--- src/design/bia_pkg.sv ---
// ---------------------------------------------------------------------------
// bia_pkg
// Shared types and constants for the bitmap ID allocator: map geometry,
// operation codes, the random-start constants and the map store request.
// ---------------------------------------------------------------------------
package bia_pkg;

  // Pool geometry: 256 IDs, eight IDs to a map word
  localparam int ID_W        = 8;
  localparam int BIT_SEL_W   = 3;
  localparam int WORD_BITS   = 8;
  localparam int MAP_WORDS   = 32;
  localparam int WORD_ADDR_W = 5;

  // Scan lengths (words for allocate first, IDs for allocate random)
  localparam logic [8:0] FIRST_SCAN_LEN = 9'd32;
  localparam logic [8:0] RAND_SCAN_LEN  = 9'd256;

  // Random start: stride between candidates and the seed multiplier
  localparam logic [ID_W-1:0] STRIDE    = 8'd31;
  localparam logic [ID_W-1:0] SEED_MULT = 8'd131;

  // Operation codes
  localparam logic [2:0] FN_CLEAR      = 3'd0;
  localparam logic [2:0] FN_RESERVE    = 3'd1;
  localparam logic [2:0] FN_OCCUPY     = 3'd2;
  localparam logic [2:0] FN_FREE       = 3'd3;
  localparam logic [2:0] FN_ALLOC_FST  = 3'd4;
  localparam logic [2:0] FN_ALLOC_RND  = 3'd5;

  // Status codes
  localparam logic ST_OK   = 1'b0;
  localparam logic ST_FULL = 1'b1;

  // One map word: reserved bits over occupied bits
  typedef struct packed {
    logic [WORD_BITS-1:0] reserved;
    logic [WORD_BITS-1:0] occupied;
  } map_word_t;

  // Request from the controller to the map store
  typedef struct packed {
    logic                   clear;
    logic [WORD_ADDR_W-1:0] rd_addr;
    logic                   wr_en;
    logic [WORD_ADDR_W-1:0] wr_addr;
    map_word_t              wr_data;
  } map_req_t;

endpackage

--- src/design/bitmap_id_allocator_unit.sv ---
// ---------------------------------------------------------------------------
// bitmap_id_allocator_unit
// Pool of 256 one-byte IDs tracked by occupied and reserved bitmaps.
// ---------------------------------------------------------------------------
// Each request (start high while busy is low) gives exactly one result, shown
// for one cycle with done high; the receiver cannot stall it, so it must take
// every result as it comes. Clear and unused codes answer in the next cycle;
// reserve, occupy and free do a read-modify-write of one map word and answer
// from the modify state. Allocate first scans the 32 map words one per cycle
// over the single read port. Allocate random computes its start point in the
// seed state and then tests one candidate ID per cycle over the same port.
// Clear and reset empty the maps at once; there is no clearing pass. pool_seed
// is written through seed_we and seed_wdata; the user must write it only while
// the block is idle, which the block itself does not enforce.
// ---------------------------------------------------------------------------
module bitmap_id_allocator_unit (
  input  logic        clk,
  input  logic        rst,
  input  logic        seed_we,
  input  logic [31:0] seed_wdata,
  input  logic        start,
  output logic        busy,
  input  logic [2:0]  func,
  input  logic [7:0]  target_id,
  output logic        done,
  output logic [7:0]  alloc_id,
  output logic        status
);

  typedef enum logic [1:0] {
    S_IDLE,
    S_RMW,
    S_SEED,
    S_SCAN
  } state_t;

  state_t                          state;
  logic [2:0]                      func_q;
  logic [bia_pkg::ID_W-1:0]        id_q;
  logic                            mode_first;
  logic [bia_pkg::ID_W-1:0]        cand_q;
  logic [8:0]                      issue_cnt;
  logic                            chk_valid;
  logic                            chk_last;
  logic [bia_pkg::ID_W-1:0]        chk_cand;
  logic [7:0]                      call_counter;
  logic [15:0]                     pool_seed;
  logic [15:0]                     seed_q;

  bia_pkg::map_req_t               map_req;
  bia_pkg::map_word_t              rd_word;
  bia_pkg::map_word_t              rmw_word;
  bia_pkg::map_word_t              hit_word;
  logic [bia_pkg::WORD_BITS-1:0]   free_mask;
  logic [bia_pkg::WORD_BITS-1:0]   rmw_mask;
  logic [bia_pkg::WORD_BITS-1:0]   hit_mask;
  logic [bia_pkg::BIT_SEL_W-1:0]   first_bit;
  logic [bia_pkg::BIT_SEL_W-1:0]   hit_bit;
  logic [bia_pkg::WORD_ADDR_W-1:0] hit_addr;
  logic                            hit;
  logic [8:0]                      scan_len;
  logic [bia_pkg::ID_W-1:0]        scan_step;
  logic [15:0]                     seed_prod;
  logic [bia_pkg::ID_W-1:0]        rand_start;
  logic [7:0]                      counter_next;

  assign busy = (state != S_IDLE);

  // Map store
  bia_map_store u_store (
    .clk     (clk),
    .rst     (rst),
    .req     (map_req),
    .rd_word (rd_word)
  );

  // Find free IDs in the returned word; the lowest free bit wins
  assign free_mask = ~(rd_word.occupied | rd_word.reserved);

  always_comb begin
    first_bit = '0;
    for (int b = bia_pkg::WORD_BITS - 1; b >= 0; b--) begin
      if (free_mask[b]) begin
        first_bit = b[bia_pkg::BIT_SEL_W-1:0];
      end
    end
  end

  assign hit_bit  = mode_first ? first_bit : chk_cand[bia_pkg::BIT_SEL_W-1:0];
  assign hit_addr = mode_first ? chk_cand[bia_pkg::WORD_ADDR_W-1:0]
                               : chk_cand[bia_pkg::ID_W-1:bia_pkg::BIT_SEL_W];
  assign hit      = chk_valid && (mode_first ? (free_mask != '0)
                                             : free_mask[chk_cand[2:0]]);
  assign hit_mask = bia_pkg::WORD_BITS'(1) << hit_bit;

  always_comb begin
    hit_word          = rd_word;
    hit_word.occupied = rd_word.occupied | hit_mask;
  end

  // Modify the addressed word for reserve, occupy and free
  assign rmw_mask = bia_pkg::WORD_BITS'(1) << id_q[bia_pkg::BIT_SEL_W-1:0];

  always_comb begin
    rmw_word = rd_word;
    case (func_q)
      bia_pkg::FN_RESERVE: rmw_word.reserved = rd_word.reserved | rmw_mask;
      bia_pkg::FN_OCCUPY:  rmw_word.occupied = rd_word.occupied | rmw_mask;
      bia_pkg::FN_FREE:    rmw_word.occupied = rd_word.occupied & ~rmw_mask;
      default:             rmw_word = rd_word;
    endcase
  end

  // Drive the map store
  always_comb begin
    map_req.clear   = (state == S_IDLE) && start && (func == bia_pkg::FN_CLEAR);
    map_req.rd_addr = (state == S_IDLE) ? target_id[7:3]
                    : (mode_first ? cand_q[bia_pkg::WORD_ADDR_W-1:0]
                                  : cand_q[bia_pkg::ID_W-1:bia_pkg::BIT_SEL_W]);
    map_req.wr_en   = (state == S_RMW) || ((state == S_SCAN) && hit);
    map_req.wr_addr = (state == S_RMW) ? id_q[bia_pkg::ID_W-1:bia_pkg::BIT_SEL_W]
                                       : hit_addr;
    map_req.wr_data = (state == S_RMW) ? rmw_word : hit_word;
  end

  // Scan length and step for the current allocate
  assign scan_len  = mode_first ? bia_pkg::FIRST_SCAN_LEN : bia_pkg::RAND_SCAN_LEN;
  assign scan_step = mode_first ? bia_pkg::ID_W'(1) : bia_pkg::STRIDE;

  // Random start from the low seed byte times the multiplier, xor the next byte
  assign seed_prod    = {8'd0, seed_q[7:0]} * {8'd0, bia_pkg::SEED_MULT};
  assign rand_start   = seed_prod[7:0] ^ seed_q[15:8];
  assign counter_next = call_counter + 8'd1;

  // Hold the seed register
  always_ff @(posedge clk) begin
    if (rst) begin
      pool_seed <= '0;
    end else if (seed_we) begin
      pool_seed <= seed_wdata[15:0];
    end
  end

  // Controller and result registers
  always_ff @(posedge clk) begin
    if (rst) begin
      state        <= S_IDLE;
      chk_valid    <= 1'b0;
      call_counter <= '0;
      done         <= 1'b0;
      alloc_id     <= '0;
      status       <= bia_pkg::ST_OK;
    end else begin
      done <= 1'b0;
      case (state)
        S_IDLE: begin
          if (start) begin
            func_q    <= func;
            id_q      <= target_id;
            issue_cnt <= '0;
            chk_valid <= 1'b0;
            case (func)
              bia_pkg::FN_RESERVE, bia_pkg::FN_OCCUPY, bia_pkg::FN_FREE: begin
                state <= S_RMW;
              end
              bia_pkg::FN_ALLOC_FST: begin
                mode_first <= 1'b1;
                cand_q     <= '0;
                state      <= S_SCAN;
              end
              bia_pkg::FN_ALLOC_RND: begin
                mode_first   <= 1'b0;
                call_counter <= counter_next;
                seed_q       <= pool_seed + {8'd0, counter_next};
                state        <= S_SEED;
              end
              default: begin
                // clear and unused codes answer straight away
                done     <= 1'b1;
                alloc_id <= '0;
                status   <= bia_pkg::ST_OK;
              end
            endcase
          end
        end
        S_RMW: begin
          done     <= 1'b1;
          alloc_id <= '0;
          status   <= bia_pkg::ST_OK;
          state    <= S_IDLE;
        end
        S_SEED: begin
          cand_q <= rand_start;
          state  <= S_SCAN;
        end
        S_SCAN: begin
          if (hit) begin
            done      <= 1'b1;
            alloc_id  <= {hit_addr, hit_bit};
            status    <= bia_pkg::ST_OK;
            chk_valid <= 1'b0;
            state     <= S_IDLE;
          end else if (chk_valid && chk_last) begin
            done      <= 1'b1;
            alloc_id  <= '0;
            status    <= bia_pkg::ST_FULL;
            chk_valid <= 1'b0;
            state     <= S_IDLE;
          end else if (issue_cnt != scan_len) begin
            // advance to the next candidate while the last one is checked
            chk_valid <= 1'b1;
            chk_cand  <= cand_q;
            chk_last  <= (issue_cnt == scan_len - 9'd1);
            cand_q    <= cand_q + scan_step;
            issue_cnt <= issue_cnt + 9'd1;
          end else begin
            chk_valid <= 1'b0;
          end
        end
        default: state <= S_IDLE;
      endcase
    end
  end

  // Results leave only once the controller is idle again
  a_done_idle: assert property (@(posedge clk) disable iff (rst)
    done |-> (state == S_IDLE))
    else $error("result shown while busy");

  // A full pool reports ID zero
  a_full_zero: assert property (@(posedge clk) disable iff (rst)
    (done && (status == bia_pkg::ST_FULL)) |-> (alloc_id == '0))
    else $error("full result with nonzero ID");

  // Non-allocate requests either answer straight away or go to the modify state
  a_full_alloc: assert property (@(posedge clk) disable iff (rst)
    (start && !busy && (func != bia_pkg::FN_ALLOC_FST)
     && (func != bia_pkg::FN_ALLOC_RND)) |=> (done || (state == S_RMW)))
    else $error("non-allocate request did not complete promptly");

  // Map writes happen only when modifying a word or taking a hit
  a_write_state: assert property (@(posedge clk) disable iff (rst)
    map_req.wr_en |-> ((state == S_RMW) || (state == S_SCAN)))
    else $error("map write outside modify or scan");

  // A hit during the scan is followed by a successful result
  a_hit_valid: assert property (@(posedge clk) disable iff (rst)
    ((state == S_SCAN) && hit) |=> (done && (status == bia_pkg::ST_OK)))
    else $error("hit did not give a successful result");

endmodule

--- src/design/bia_map_store.sv ---
// ---------------------------------------------------------------------------
// bia_map_store
// Occupied and reserved maps in one 32-word memory with a registered read.
// Per-word valid bits make a whole-map clear take effect at once.
// ---------------------------------------------------------------------------
module bia_map_store (
  input  logic                clk,
  input  logic                rst,
  input  bia_pkg::map_req_t   req,
  output bia_pkg::map_word_t  rd_word
);

  bia_pkg::map_word_t                mem [bia_pkg::MAP_WORDS];
  bia_pkg::map_word_t                rdata;
  logic [bia_pkg::MAP_WORDS-1:0]     valid;
  logic                              rd_ok;

  // Write and read the map memory
  always_ff @(posedge clk) begin
    if (req.wr_en) begin
      mem[req.wr_addr] <= req.wr_data;
    end
    rdata <= mem[req.rd_addr];
  end

  // Track written words; clear drops them all
  always_ff @(posedge clk) begin
    if (rst || req.clear) begin
      valid <= '0;
    end else if (req.wr_en) begin
      valid[req.wr_addr] <= 1'b1;
    end
    rd_ok <= valid[req.rd_addr];
  end

  // Read an unwritten word as empty
  assign rd_word = rd_ok ? rdata : '0;

endmodule

--- config.mk ---
export PLATFORM = sky130hd
export DESIGN_NAME = bitmap_id_allocator_unit
export DESIGN_NICKNAME = d
export VERILOG_FILES = /design/src/design/bia_pkg.sv /design/src/design/bitmap_id_allocator_unit.sv /design/src/design/bia_map_store.sv
export SDC_FILE = /design/constraint.sdc
export NUM_CORES = 1
export LEC_CHECK = 0
export BUFFER_PORTS_ARGS = -buffer_cell sky130_fd_sc_hd__buf_4
export CORE_MARGIN = 5
export CORE_UTILIZATION = 62
export CTS_CLUSTER_DIAMETER = 50
export DETAILED_ROUTE_END_ITERATION = 8
export PLACE_DENSITY_LB_ADDON = 0.15
export SLEW_MARGIN = 20
export SYNTH_ARGS = -nofsm -noshare
export SYNTH_HDL_FRONTEND = slang
export SYNTH_SLANG_ARGS = --single-unit
--- constraint.sdc ---
create_clock -name clk -period 3.3 [get_ports clk]
set_input_delay 0.66 -clock clk [delete_from_list [all_inputs] [get_ports clk]]
set_output_delay 0.66 -clock clk [all_outputs]
set_load 0.01 [all_outputs]
Word level (Yosys, flattened, before mapping):

Memory sizes are Yosys's and may differ from the RTL's. A register that Yosys moved wholly into a read port is not among the register bits.
Cells that the tools add are included.

* bits in registers: 124
* RAM bits: 512
* bits of input ports: 47
* output and inout bits: 11
* memories kept: 1

* $add $sub $neg: 5
* multipliers: 1
* $lt $le $gt $ge: 4
* eq/ne operators: 21
* shifts and indexed selects: 2
* multiplexer cells: 65
* bitwise logic cells: 12
* reductions and logical operators: 28

Memories
* u_store.mem: words 32, width 16, read ports 1, clocked after Yosys merged registers in 1, wr ports 1, line bia_map_store.sv:13 `bia_pkg::map_word_t mem [bia_pkg::MAP_WORDS];`

Operators with widths (count)
* 2-to-1 mux 8 bit: 10
* case mux 8 bit (3 select lines): 2
* 2-to-1 mux 9 bit: 5
* 2-to-1 mux 16 bit: 2
* OR 32 bit: 1
* OR 8 bit: 4
* 2-to-1 mux 3 bit: 9
* 2-to-1 mux 5 bit: 5
* 2-to-1 mux 1 bit: 18
* case mux 9 bit (2 select lines): 1
* adder 16 x 8 -> 16 bit: 1
* inverter 8 bit: 2
* case mux 8 bit (2 select lines): 1
* left shift 1 x 3 -> 8 bit (first input constant): 2
* == test 3 x 2 -> 1 bit (second input constant): 4
* < comparator 5 x 6 -> 1 bit (second input constant): 2
* AND reduction 4 bit: 3
* adder 9 x 1 -> 9 bit (second input constant): 1
* == test 9 bit: 1
* != test 9 bit: 1
* AND reduction 3 bit: 3
* subtractor 9 x 1 -> 9 bit (second input constant): 1
* adder 8 x 1 -> 8 bit (second input constant): 1
* adder 8 x 5 -> 8 bit: 1
* 35 further kinds: 57

Longest topological paths before layout:

Gate-level depths: netlist of the first run.

* word-level depth: 15
* depth in mapped cells: 11
* mapped depth without buffers: 10

Hierarchy:

From an unflattened synthesis of the first run, not the netlist that was laid out.

* cell total of the unflattened synthesis: 1786
* area total of the unflattened synthesis: 27059.7 µm²

Modules (own cells, without submodules)
* bia_map_store: times used 1, cells each 1265, area an instance 21775.9 µm²
* bitmap_id_allocator_unit: times used 1, cells each 521, area an instance 5283.8 µm²

Worst setup path before layout of the first run:

Ideal clock, no wire load.

* path kind: register to register
* from: register, netlist name u_store.rdata[7]
* to: memory u_store.mem[0][1] (netlist bit), data pin
* setup time: 398 ps
* arrival: 2595 ps
* setup slack: 307 ps
* stages on the path, launching flop included: 7
* path buffers: 0
* clock period less this slack: 2993 ps
* cell sequence: dfxtp_1 o22a_1 or4bb_1 a32oi_1 and2_1 nand3_1 a31oi_1

RTL lines (line)
* end, declared: bia_map_store.sv:13

==> impl_metrics.ini, run 1 <==
[status]
outcome = completed

[sta]
clock.fmax_ghz = 0.3403
skew_ns = 0.01842
setup_viol = 0
rsz0062_at_grt = false
hold_viol_final = 0
finalWorstSetupSlack_ns = 0.3615
relSlewSlack_pct = 57.10
finalWorstPathRequiredPeriod_ns = 2.938
final_max_slew_viol_count = 0
period_share_pct = 89.05
tightestPinTransition_ns = 0.6435
finalSetupTns_ns = 0

[floorplanning]
fp-row-count = 76
ios = 58
die_area_mm2 = 0.04818
die_height_um = 219.5
die_width_um = 219.5
core_area_mm2 = 0.04327
start_util_pct = 62.90

[power_and_ir_drop]
peakVddDrop_mv = 0.6584
p_clk_share_pct = 38.4
p_sw_uw = 4605
intPower_uw = 14290
power_uw = 18890
powerDensity_mw_per_mm2 = 611.1
seqPwrFrac_pct = 50.4
combPwrFrac_pct = 11.2
power_leakage_uw = 0.01106
p_sw_share_pct = 24.37

[min_path]
hold_path_class = input pin to flop
whs_path_depth = 1
holdPathEnd = id_q[0]$_DFFE_PP_
hp-start = target_id[0]

[clock_network]
clk_pin_slew_ns = 0.06
cts-resized-gates = 0
clkSinkCount = 652
tritoncts = yes
cts_buffer_depth = 3
htree_levels = 3
clockRootBuffer = clkbuf_16
postCtsSetupRepairBufs = 0
cts-hold-fix-buffers = 0
clk_latency_ns = 0.58
cts_inserted_buffers = 67

[layout]
utilization_pct = 71.47
final_common_cell = edfxtp_1
drive_gt1_share_pct = 12.67
antenna_cells = 0
syn_to_final_growth_pct = 13.62
mostFrequentLayoutCells = 566 x edfxtp_1, 420 x nand2_1, 166 x nand3_1, 165 x mux2i_1, 123 x buf_4
nFillCells = 2861
nets = 2253
stdcell_area_mm2 = 0.03092

[setup_path]
critical_path_class = flop to flop
critical_path_required_ns = 3.67
cp.arrival_ns = 3.31
endpoint_kind = flop
r2r-end = u_store.mem[28][2]$_DFFE_PP_
rr_worst_depth = 7
start_kind = flop
crit_fanout = 24
rrSetupSlack_ns = 0.36
r2r_start = u_store.rdata[15]$_DFF_P_

[route]
dr.first_iter.drc_count = 1747
ant_nets = 0
drt_first_pass_iters = 5
via_count = 17410
routedWlPerCell_um = 23.14
drc_errors = 0
wl_um = 65020
viasPerCell = 6.196

[grt]
overflow = 0
grt_pass1_vias = 16940
grt_pass1_wl_um = 98580
grt_start_max_net_pins = 79
antenna_found_initial = 1
track_usage_pct = 27.06

[yosys]
synth.ff_latch_count = 652
synthFlopType = edfxtp_1
postSynthCellCount = 2068
postSynthAreaPerCell_um2 = 13.16
seq_area_frac_synth_pct = 68.78
async_reset_ff_share_pct = 0
synth-edff-count = 566
ys_warn_count = 0
synthesis.nets = 2148
netlist_area_mm2 = 0.02721
synth.distinct_cells = 70

[placement]
post-dp-hpwl_um = 40160
place_area_mm2 = 0.02878
numPortBuffers = 41
gp_congestion = 0.9057
pre_cts_ws_ns = 0.4366

[run]
max-cap-violations = 0
[power by group through the flow]
stage	combinational [µW]	clock (µW)	sequential, µW
3_3_place_gp	2010	0	9690
6_report	2110	7260	9520
5_1_grt	2260	7770	9520
3_5_place_dp	2070	0	9690
2_1_floorplan	1240	0	9630
4_1_cts	2080	7360	9520
[flip-flops by register name (all words and copies together) (netlist names), 9 cells and up]
name           cells
issue_cnt          9
pool_seed         16
seed_q            16
u_store.mem      512
u_store.rdata     16
u_store.valid     32
[metrics by stage]
step                      std cells  hold WS, ns
after global placement         2689       0.4322
after global routing           2810       0.2477
after detailed placement       2689       0.4415
after floorplan                2068       0.4244
final                          2810       0.2665
after CTS                      2810       0.2390
[kinds of logic (layout without fill, tap and decap cells)]
| group | count (synthesis) | in the layout | share of synthesized area, % |
|---|---|---|---|
| buffers and inverters | 128 | 285 | 2.285 |
| multiplexers | 171 | 171 | 6.455 |
| adder cells (fa/ha/maj) | 33 | 33 | 1.600 |
| AO/OA/AOI/OAI | 229 | 229 | 6.390 |
| XOR/XNOR | 49 | 49 | 1.577 |
| AND/OR/NAND/NOR | 806 | 806 | 12.91 |
| flip-flops | 652 | 652 | 68.78 |
[cells in the mapped netlist, types with 3 or more instances]
library cell / n / area, µm²
and2_1: 3 / 18.77
a21o_1: 10 / 75.07
xor2_1: 18 / 157.7
nor3_1: 16 / 80.08
nor2b_1: 8 / 50.05
a32oi_1: 69 / 604.3
a22o_1: 3 / 26.28
inv_1: 24 / 90.09
edfxtp_1: 566 / 17000
dfxtp_1: 86 / 1722
nor2_2: 3 / 18.77
buf_4: 9 / 67.56
nand3_1: 166 / 830.8
buf_6: 9 / 101.4
nand2_1: 420 / 1577
o21ai_0: 61 / 305.3
buf_2: 27 / 135.1
o32ai_2: 8 / 130.1
o211a_1: 3 / 30.03
clkbuf_1: 55 / 206.5
a211oi_1: 3 / 22.52
nor4_1: 3 / 18.77
a21oi_1: 23 / 115.1
mux2i_1: 165 / 1652
o21a_1: 7 / 52.55
xnor2_1: 31 / 271.5
nand2b_1: 7 / 43.79
or3_1: 5 / 31.28
nand4_1: 52 / 325.3
ha_1: 30 / 375.4
nor2_1: 108 / 405.4
fa_1: 3 / 60.06
a31oi_1: 13 / 81.33
and3_1: 5 / 31.28
a311oi_1: 4 / 35.03
[critical path: stages (launching register included)]
cell and delay [ns]:
dfxtp_1 0.45, o22a_1 0.20, or4bb_1 0.55, a32oi_1 0.50, and2b_1 0.21, o21ai_0 0.10
a31oi_2 0.33, buf_4 0.36
[how the worst max path moves through the flow]
stage,start,to,slack [ns],cells past startpoint
after floorplan,u_store.rdata[7]$_DFF_P_,u_store.mem[0][1]$_DFFE_PP_,0.31,6
after global placement,mode_first$_DFFE_PP_,u_store.rdata[15]$_DFF_P_,0.44,9
after detailed placement,mode_first$_DFFE_PP_,u_store.rdata[15]$_DFF_P_,0.44,9
after CTS,u_store.rdata[15]$_DFF_P_,u_store.mem[20][2]$_DFFE_PP_,0.42,7
after global routing,state[1]$_SDFFE_PP0P_,u_store.rdata[15]$_DFF_P_,0.23,9
final,u_store.rdata[15]$_DFF_P_,u_store.mem[28][2]$_DFFE_PP_,0.36,7
[layout make-up]
class                           count  area, µm²  area share [%]
Tap cell                          585      732.0           2.367
Multi-Input combinational cell   1288       7989           25.84
Timing Repair Buffer              139       1244           4.022
Sequential cell                   652      18720           60.54
Clock buffer                       99       1994           6.450
Inverter                           25      96.34          0.3116
Clock inverter                     22      147.6          0.4775
[routing by layer]
layer  global-route usage [%]  vias up  share of wire (%)  wire length (µm)
met4                    9.609        2                2.9              1896
li1                         -     7916                  -                 -
met1                    37.35     8601                 40             25800
met3                    4.657      126                8.8              5690
met2                    44.10      767                 49             31620
met5                        0        -              0.020                13
Power figures use the tool's default switching activity.
==> inputs of run 2 (changes only) <==
Settings changed: CORE_UTILIZATION 62 to 60.
==> impl_metrics.ini, run 2 (synthesized netlist as in run 1, its figures left out) <==
[status]
outcome = completed

[sta]
relSlewSlack_pct = 46.35
setup_viol = 0
final_max_slew_viol_count = 0
clock.fmax_ghz = 0.3240
tightestPinTransition_ns = 0.8031
period_share_pct = 93.53
rsz0062_at_grt = false
finalWorstPathRequiredPeriod_ns = 3.087
hold_viol_final = 0
finalSetupTns_ns = 0
skew_ns = 0.02171

[layout]
antenna_cells = 0
top_regs = u_store.mem: 512 flops, u_store.valid: 32 flops
largest_register_ffs = 512
final_common_cell = edfxtp_1
syn_to_final_growth_pct = 14.45
mostFrequentLayoutCells = 566 x edfxtp_1, 420 x nand2_1, 166 x nand3_1, 165 x mux2i_1, 127 x buf_4
nets = 2266
drive_gt1_share_pct = 12.99
largest_register = u_store.mem

[setup_path]
rr_worst_depth = 8
endpoint_kind = flop
crit_fanout = 16
critical_path_class = flop to flop
start_kind = flop
critical_path_required_ns = 3.59
cp.arrival_ns = 3.38

[route]
ant_nets = 0
drt_first_pass_iters = 6
viasPerCell = 6.151
drc_errors = 0
dr.first_iter.drc_count = 1974
wl_um = 65990
via_count = 17480
routedWlPerCell_um = 23.23

[placement]
gp_congestion = 0.8983
numPortBuffers = 41
post-dp-hpwl_um = 41910

[clock_network]
cts_buffer_depth = 3
clockRootBuffer = clkbuf_16
cts-hold-fix-buffers = 0
clk_pin_slew_ns = 0.06
clkSinkCount = 652
htree_levels = 3
clk_latency_ns = 0.62
postCtsSetupRepairBufs = 0
cts_inserted_buffers = 68
tritoncts = yes
cts-resized-gates = 0

[min_path]
hold_path_class = input pin to flop
whs_path_depth = 1

[power_and_ir_drop]
power_uw = 19060
power_leakage_uw = 0.01115
peakVddDrop_mv = 0.5620
powerDensity_mw_per_mm2 = 612.0

[run]
max-cap-violations = 0

[grt]
grt_start_max_net_pins = 82
overflow = 0
antenna_found_initial = 2
grt_use_met1_pct = 36.46
grt_pass1_vias = 17160
grtUsageMet2_pct = 42.29
track_usage_pct = 26.31
grt_pass1_wl_um = 100300
grt.busiest_layer = met2
grt_use_met3_pct = 4.908

[floorplanning]
die_width_um = 223.0
core_area_mm2 = 0.04509
die_height_um = 223.0
die_area_mm2 = 0.04972
start_util_pct = 60.36
fp-row-count = 78
ios = 58
==> run 2: stage by stage <==
step	worst slack [ns]	hold WS [ns]	utilization, %	area (µm²)	std cells
2_1_floorplan	0.3072	0.4244	-	27210	2068
3_3_place_gp	0.3027	0.4332	64.29	28990	2716
3_5_place_dp	0.2481	0.4423	64.29	28990	2716
4_1_cts	0.2346	0.2353	69.08	31140	2841
5_1_grt	0.07106	0.2422	69.08	31150	2841
6_report	0.2135	0.2645	69.08	31150	2841
==> run 2: area by class of cell <==
type | instances | area, µm²
Sequential cell | 652 | 18720
Fill cell | 3164 | 13940
Multi-Input combinational cell | 1288 | 7989
Clock buffer | 84 | 1762
Timing Repair Buffer | 151 | 1434
Tap cell | 600 | 750.7
Clock inverter | 41 | 396.6
Inverter | 25 | 96.34
==> run 2: routing by layer <==
layer | part of all wire (%) | up-vias
met5 | 0 | -
met4 | 3.2 | 0
met3 | 8.6 | 132
met2 | 48 | 774
met1 | 41 | 8607
li1 | - | 7963
==> run 2: power breakdown <==
| group | switching, µW | internal [µW] |
|---|---|---|
| combinational | 1500 | 667 |
| clock | 3140 | 4250 |
| sequential | 136 | 9370 |
==> run 2: critical path, stage by stage, from the launching register on <==
cell      delay [ns]
edfxtp_1        0.70
buf_4           0.28
mux2i_1         0.42
nand2_1         0.13
o21a_1          0.14
nor2_1          0.14
nand3_1         0.37
nor2_1          0.28
buf_4           0.30
==> run 2: worst paths after layout <==
| path | startpoint | slack, ns | to |
|---|---|---|---|
| setup / recovery | mode_first$_DFFE_PP_ | 0.21 | u_store.mem[2][12]$_DFFE_PP_ |
| hold / removal | target_id[0] | 0.26 | id_q[0]$_DFFE_PP_ |
| setup reg to reg | mode_first$_DFFE_PP_ | 0.21 | u_store.mem[2][12]$_DFFE_PP_ |
| hold reg to reg | u_store.valid[20]$_SDFFE_PP0N_ | 0.45 | u_store.valid[20]$_SDFFE_PP0N_ |
